**src/pfdr_pkg.sv**
```systemverilog
// shared types, constants and default palette function for the dirty-rect framebuffer
// no dependencies
package pfdr_pkg;
  localparam int MAX_WIDTH = 1024;
  localparam int MAX_HEIGHT = 1024;
  localparam int PALETTE_ENTRIES = 256;
  localparam int XW = $clog2(MAX_WIDTH);
  localparam int YW = $clog2(MAX_HEIGHT);
  localparam int DW = XW + 1;
  localparam int STORE_DEPTH = MAX_WIDTH * MAX_HEIGHT;
  localparam int SAW = $clog2(STORE_DEPTH);
  localparam int PAW = $clog2(PALETTE_ENTRIES);
  localparam int OFFW = DW + DW;
  localparam logic [20:0] PIX_BASE = 21'h1000;
  localparam logic [20:0] PAL_BASE = 21'h0C00;
  localparam logic [7:0] PAL_MASK = 8'hFF;

  typedef enum logic [1:0] {
    OP_READ = 2'd0,
    OP_WRITE = 2'd1,
    OP_DRAW = 2'd2,
    OP_SCAN = 2'd3
  } op_t;

  localparam logic CFG_WIDTH = 1'b0;
  localparam logic CFG_HEIGHT = 1'b1;

  typedef struct packed {
    logic load;
    logic div_start;
    logic mem_rd;
    logic mem_wr;
    logic pal_wr;
    logic pal_lookup;
    logic capture;
    logic merge;
    logic draw;
    logic out_load;
  } cmd_t;

  typedef struct packed {
    logic div_done;
    logic last_byte;
    logic all_read;
    logic init_busy;
    logic is_pix;
    logic is_pal;
    logic past_end;
    logic len_zero;
    logic scan_bad;
  } sts_t;

  function automatic logic [31:0] default_palette(input logic [7:0] i);
    logic [7:0] r, g, b, q;
    logic [2:0] ri, gi, bi;
    logic [7:0] k;
    r = 8'd0; g = 8'd0; b = 8'd0; ri = 3'd0; gi = 3'd0; bi = 3'd0; q = 8'd0;
    k = 8'd0;
    if (i >= 8'd240) begin
      q = i - 8'd240;
      default_palette = {8'd0, {3{q[3:0], q[3:0]}}};
    end else begin
      for (int n = 1; n < 6; n++) if (i >= 8'(40 * n)) ri = 3'(n);
      k = i - 8'(ri) * 8'd40;
      for (int n = 1; n < 8; n++) if (k >= 8'(5 * n)) gi = 3'(n);
      bi = 3'(k - 8'(gi) * 8'd5);
      case (ri)
        3'd0: r = 8'h00; 3'd1: r = 8'h33; 3'd2: r = 8'h66;
        3'd3: r = 8'h99; 3'd4: r = 8'hCC; default: r = 8'hFF;
      endcase
      case (gi)
        3'd0: g = 8'h00; 3'd1: g = 8'h24; 3'd2: g = 8'h49; 3'd3: g = 8'h6D;
        3'd4: g = 8'h92; 3'd5: g = 8'hB6; 3'd6: g = 8'hDB; default: g = 8'hFF;
      endcase
      case (bi)
        3'd0: b = 8'h00; 3'd1: b = 8'h40; 3'd2: b = 8'h80;
        3'd3: b = 8'hC0; default: b = 8'hFF;
      endcase
      default_palette = {8'd0, r, g, b};
    end
  endfunction
endpackage

```
**src/pfdr_ctrl.sv**
```systemverilog
// controller state machine sequencing each item
// depends on pfdr_pkg
module pfdr_ctrl (
  input  logic clk,
  input  logic rst,
  input  logic in_valid,
  output logic in_ready,
  output logic out_valid,
  input  logic out_ready,
  input  logic [1:0] opcode,
  output pfdr_pkg::cmd_t cmd,
  input  pfdr_pkg::sts_t sts
);
  import pfdr_pkg::*;
  typedef enum logic [3:0] {
    S_IDLE, S_DECODE, S_RD, S_RD_CAP, S_WR, S_DIV1, S_DIV2, S_MERGE,
    S_PAL, S_SCAN_PIX, S_SCAN_PAL, S_OUT, S_HOLD
  } state_t;
  state_t state;
  logic [1:0] op;
  logic div_wait;

  assign in_ready = state == S_IDLE && !sts.init_busy;
  always_comb begin
    cmd = '0;
    cmd.load = in_valid && in_ready;
    unique case (state)
      S_RD: cmd.mem_rd = 1'b1;
      S_RD_CAP: begin
        cmd.capture = 1'b1;
        cmd.mem_rd = !sts.all_read;
      end
      S_WR: cmd.mem_wr = 1'b1;
      S_DIV1: cmd.div_start = !div_wait;
      S_DIV2: cmd.div_start = !div_wait;
      S_MERGE: cmd.merge = 1'b1;
      S_PAL: cmd.pal_wr = op == OP_WRITE && sts.is_pal;
      S_SCAN_PIX: cmd.pal_lookup = 1'b1;
      S_SCAN_PAL: cmd.pal_lookup = 1'b1;
      S_OUT: begin
        cmd.out_load = 1'b1;
        cmd.draw = op == OP_DRAW;
      end
      default: ;
    endcase
  end
  always_ff @(posedge clk) begin
    if (rst) begin
      state <= S_IDLE; out_valid <= 1'b0; op <= '0; div_wait <= 1'b0;
    end else begin
      unique case (state)
        S_IDLE: if (in_valid && in_ready) begin
          op <= opcode; state <= S_DECODE;
        end
        S_DECODE: begin
          unique case (op_t'(op))
            OP_READ, OP_WRITE: begin
              if (!sts.is_pix) state <= S_PAL;
              else if (sts.past_end || sts.len_zero) state <= S_OUT;
              else if (op == OP_READ) state <= S_RD;
              else state <= S_WR;
            end
            OP_DRAW: state <= S_OUT;
            OP_SCAN: state <= sts.scan_bad ? S_OUT : S_SCAN_PIX;
          endcase
        end
        S_RD: state <= S_RD_CAP;
        S_RD_CAP: if (sts.all_read) state <= S_OUT;
        S_WR: if (sts.last_byte) state <= S_DIV1;
        S_DIV1: begin
          div_wait <= 1'b1;
          if (sts.div_done) begin
            div_wait <= 1'b0; state <= S_DIV2;
          end
        end
        S_DIV2: begin
          div_wait <= 1'b1;
          if (sts.div_done) begin
            div_wait <= 1'b0; state <= S_MERGE;
          end
        end
        S_MERGE: state <= S_OUT;
        S_PAL: state <= S_OUT;
        S_SCAN_PIX: state <= S_SCAN_PAL;
        S_SCAN_PAL: state <= S_OUT;
        S_OUT: begin
          out_valid <= 1'b1; state <= S_HOLD;
        end
        S_HOLD: if (out_ready) begin
          out_valid <= 1'b0; state <= S_IDLE;
        end
        default: state <= S_IDLE;
      endcase
    end
  end
endmodule

```
**config.mk**
```make
export PLATFORM = sky130hd
export DESIGN_NAME = pfdr_ctrl
export DESIGN_NICKNAME = d
export VERILOG_FILES = /design/src/pfdr_pkg.sv /design/src/pfdr_ctrl.sv
export SDC_FILE = /design/constraint.sdc
export NUM_CORES = 1
export LEC_CHECK = 0
export BUFFER_PORTS_ARGS = -buffer_cell sky130_fd_sc_hd__buf_2
export CAP_MARGIN = 15
export CORE_UTILIZATION = 46
export DETAILED_ROUTE_END_ITERATION = 7
export PLACE_DENSITY = 0.77
export SYNTH_ARGS = -nofsm -noshare
export SYNTH_HDL_FRONTEND = slang
export SYNTH_SLANG_ARGS = --single-unit
```
**constraint.sdc**
```tcl
create_clock -name clk -period 1.9 [get_ports clk]
set_input_delay 0.38 -clock clk [delete_from_list [all_inputs] [get_ports clk]]
set_output_delay 0.38 -clock clk [all_outputs]
set_load 0.02 [all_outputs]
```
# Yosys cells after proc, flatten, opt, wreduce, memory -nomap -nowiden
# Cells that the tools add are included.
[op_classes]
add_sub_neg = 0
n_mul = 0
div = 0
magnitude_cmp = 0
eq_ne = 21
n_shift = 0
mux = 23
bitwise_logic = 0
n_reduce_logical = 17
[ops]
columns = ["op", "count"]
rows = [
  ["$pmux 4 s11", 1],
  ["$mux 4", 8],
  ["$eq 4x4->1 const B", 5],
  ["$eq 4x3->1 const B", 4],
  ["$ne 2x2->1 const B", 6],
  ["$pmux 4 s3", 1],
  ["$eq 4x2->1 const B", 2],
  ["$mux 1", 8],
  ["$reduce_and 6->1", 1],
  ["$reduce_or 2->1", 3],
  ["$eq 2x2->1 const B", 2],
  ["$eq 4x1->1 const B", 1],
  ["$logic_not 4->1", 1],
  ["$mux 2", 2],
  ["$pmux 1 s2", 2],
  ["$reduce_and 2->1", 2],
  ["$logic_and 1x1->1", 3],
  ["$logic_not 1->1", 3],
  ["$mux 3", 1],
  ["$reduce_or 3->1", 1],
  ["$eq 2x1->1 const B", 1],
  ["$logic_not 2->1", 1],
  ["$reduce_bool 2->1", 1],
  ["$logic_or 1x1->1", 1],
]
[totals]
reg_bits = 8
latch_bits = 0
ram_bits = 0
mem_bits_ro = 0
out_inout_bits = 12
n_memories = 0

# Longest topological paths before layout
[depth]
word_depth = 6
ltp_mapped = 6
mapped_depth_nobuf = 5

# Worst setup path before layout
# OpenSTA, ideal clock, no wires.
[synth_timing]
kind = "register -> output"
startpoint = "register state[3]"
endpoint = "output port cmd[1] in the netlist's numbering"
arrival_ps = 1593
required_ps = 1520
path_slack_ps = -73
stages_incl_launch_ff = 5
path_cell_list = "dfxtp_1 > clkbuf_1 > nand2_1 > or2_2 > nor3b_1"
[synth_lines]
columns = ["item", "line", "text"]
rows = [
  ["start, declared", "pfdr_ctrl.sv:19", "state_t state;"],
  ["start signal, assigned", "pfdr_ctrl.sv:64", "OP_SCAN: state <= sts.scan_bad ? S_OUT : S_SCAN_PIX;"],
  ["end, declared", "pfdr_ctrl.sv:11", "output pfdr_pkg::cmd_t cmd,"],
]

==> metrics.txt <==
clock-pin slew on the worst setup and hold paths 0.06 ns; final hold vios 0; VDD IR max 0.0006980 V; CP Cell Sequence nand2b_1 -> or2_2 -> nor3b_2 -> buf_4; status complete, no violations; max_slew headroom 70.74%; final core utilization 66.25%; gr ovfl total 0; CP peak stage delay 0.38 ns; Pins Over Slew Limit 0; CTS tree yes; commonest cells after routing, fill and taps aside buf_2, nor2_1, inv_1; clock sinks 8; Final ANT Viol Nets 0; port buffer count 26; Comb pwr share 57.4%; part of the power in registers 31.6%; WS Path Type register to output pin; # Post-CTS Setup Buffers 0; synth warn 0; delay-heaviest family, CP simple AND/OR/NAND/NOR gates; final worst-path cycle share 98.06%; Min-Delay Endpoint op[0]; Via density 5.875; WL final 1659 um; Starting Density 49.62%; Async S/R FF share, synth 0%; NumNets Final 122; routed vias 705; sequential cell area fraction in the yosys report 24.81%; post-route setup TNS 0 ns; Most used DFF post-synth dfxtp_1; CTS root buf clkbuf_4; wire per inst 13.83 um; synth-to-layout area growth 33.53%; flops & latches, synth 8; Post-Syn Nets 92; overall die area 0.001557 mm2; CP bufs+invs 1; CTS Buf Count 3; largest net degree at the start of global routing 16; share of layout cells above drive strength 1 45.71%; slowest CP cell dfxtp_4; DP Worst Slack 0.07999 ns; Placed Instances 117; Reg2Reg Setup Slack 0.23 ns; global-route wire length before repair 2352 um; WP data required 1.52 ns; cells after synthesis 77; EDFF count, synth 0; antenna violations before repair 0; vias in the first global route 553; post-synth cell types 42; Clk pwr share 11.0%; drt initial violations 25; CP endpoint kind output pin; startpoint types register; ant diodes 0; Setup violations, final 0; RSZ-0062 raised after global routing no; Net Sw Frac 46.16%; Clock Path Buffers 2; worst reg-to-reg path cell count 4; Post-Layout Cell Count 120; Avg Inst Size Synth 8.385 um2; RR Endpoint state[0]; Synth area leaders dfxtp_1, nor2_1, mux2i_1, a2111oi_4, o2bb2ai_4; PwrDens 1335 mW/mm2; P_sw 0.0005314 W; I/O pins 27; Post-Syn Area 645.6 um2; Worst Path Max Fanout 13; maxcap violations 0; fmax 536.7 MHz; Site Rows 13; Horiz. Die Dim 39.47 um; Total GRT Usage 23.40%; Min-Delay Path Class input pin to register; GPL Wtd Cong 0.9434; Clock Latency Late Sink 0.25 ns; DRC 0; CTS H-tree depth 1; clk_skew 0.01125 ns; Slew @ Worst Pin 0.4355 ns; most common cell after layout, fill and taps aside buf_2; worst hold start opcode[0]; area share of the largest cell type after synthesis 24.81%; DP HPWL 1232 um; drt first pass iters 4; hold slack 0.3591 ns; leakage 0.3924 nW; Die Ht 39.47 um; Hold Crit Depth 3; Critical Path AT 1.48 ns; Fillers 121; R2R Path Start state[1]; Tmin final 1.863 ns; area leader, netlist dfxtp_1; Worst Slack Setup Final 0.03688 ns; Int Power 0.0006198 W; core area 0.001301 mm2
[through the flow]
stage	area, um2	power (W)
after detailed placement	808.3	0.0009743
after global placement	808.3	0.0009630
after global routing	862.1	0.001225
after CTS	843.3	0.001131
final	862.1	0.001151
after floorplan	656.9	0.0008211
[cells by family after synthesis]
logic type	Yosys count	synth area share (%)
AND/OR/NAND/NOR	37	34.11
AO/OA/AOI/OAI	18	28.49
buffers and inverters	10	6.589
flip-flops	8	24.81
multiplexers	3	4.651
XOR/XNOR	1	1.357
[sequential cells by signal (all words and copies together), names as in the netlist]
register,cells
out_valid,1
state,4
div_wait,1
op,2
[synth_stat cells (2+ instances only)]
cell / instances
and3_1: 2
a211oi_1: 2
nor3_1: 4
o211ai_1: 2
dfxtp_1: 8
mux2i_1: 3
o21ai_0: 2
nor3b_1: 2
nor2_1: 10
nand2b_1: 2
nand2_1: 3
clkbuf_1: 2
inv_1: 6
[layout make-up]
class | instances | area, um2 | share of cell area, %
well taps | 15 | 18.77 | 2.177
multi-input cells | 59 | 467.9 | 54.28
inverters | 6 | 22.52 | 2.612
repair buffers | 29 | 155.1 | 18.00
clock buffers | 3 | 22.52 | 2.612
flip-flops and latches | 8 | 175.2 | 20.32
[worst min-delay path: stages]
cell	delay [ns]
buf_2	0.07
mux2i_1	0.05
nor2_1	0.07
[power by group through the flow]
stage | logic, W | registers [W] | clock network [W]
5_1_grt | 0.000714 | 0.000370 | 0.000141
3_5_place_dp | 0.000645 | 0.000330 | 0
3_3_place_gp | 0.000637 | 0.000326 | 0
2_1_floorplan | 0.000566 | 0.000256 | 0
6_report | 0.000661 | 0.000363 | 0.000126
4_1_cts | 0.000654 | 0.000341 | 0.000136
[routing by layer]
| metal | vias up | global-route usage (%) | routed length (um) |
|---|---|---|---|
| li1 | 347 | - | - |
| met1 | 321 | 28.62 | 771 |
| met2 | 35 | 37.30 | 777 |
| met3 | 2 | 3.977 | 96 |
| met4 | 0 | 14.66 | 14 |
| met5 | - | 0 | 0 |
[worst max path at each step]
| stage | from | to | slack, ns | depth (start not counted) |
|---|---|---|---|---|
| after floorplan | state[2] | cmd[6] | 0.03 | 3 |
| after global placement | state[0] | state[0] | 0.14 | 4 |
| after detailed placement | state[0] | state[0] | 0.08 | 4 |
| after CTS | state[2] | cmd[1] | 0.003 | 4 |
| after global routing | state[2] | cmd[1] | 0.007 | 4 |
| final | state[2] | cmd[1] | 0.04 | 4 |
[timing repair]
action / in CTS / in global routing
resized for setup: 5 / 6
hold buffers: 0 / 0
setup endpoints to repair: 5 / 3
No activity file was read; power rests on OpenSTA's default activity.
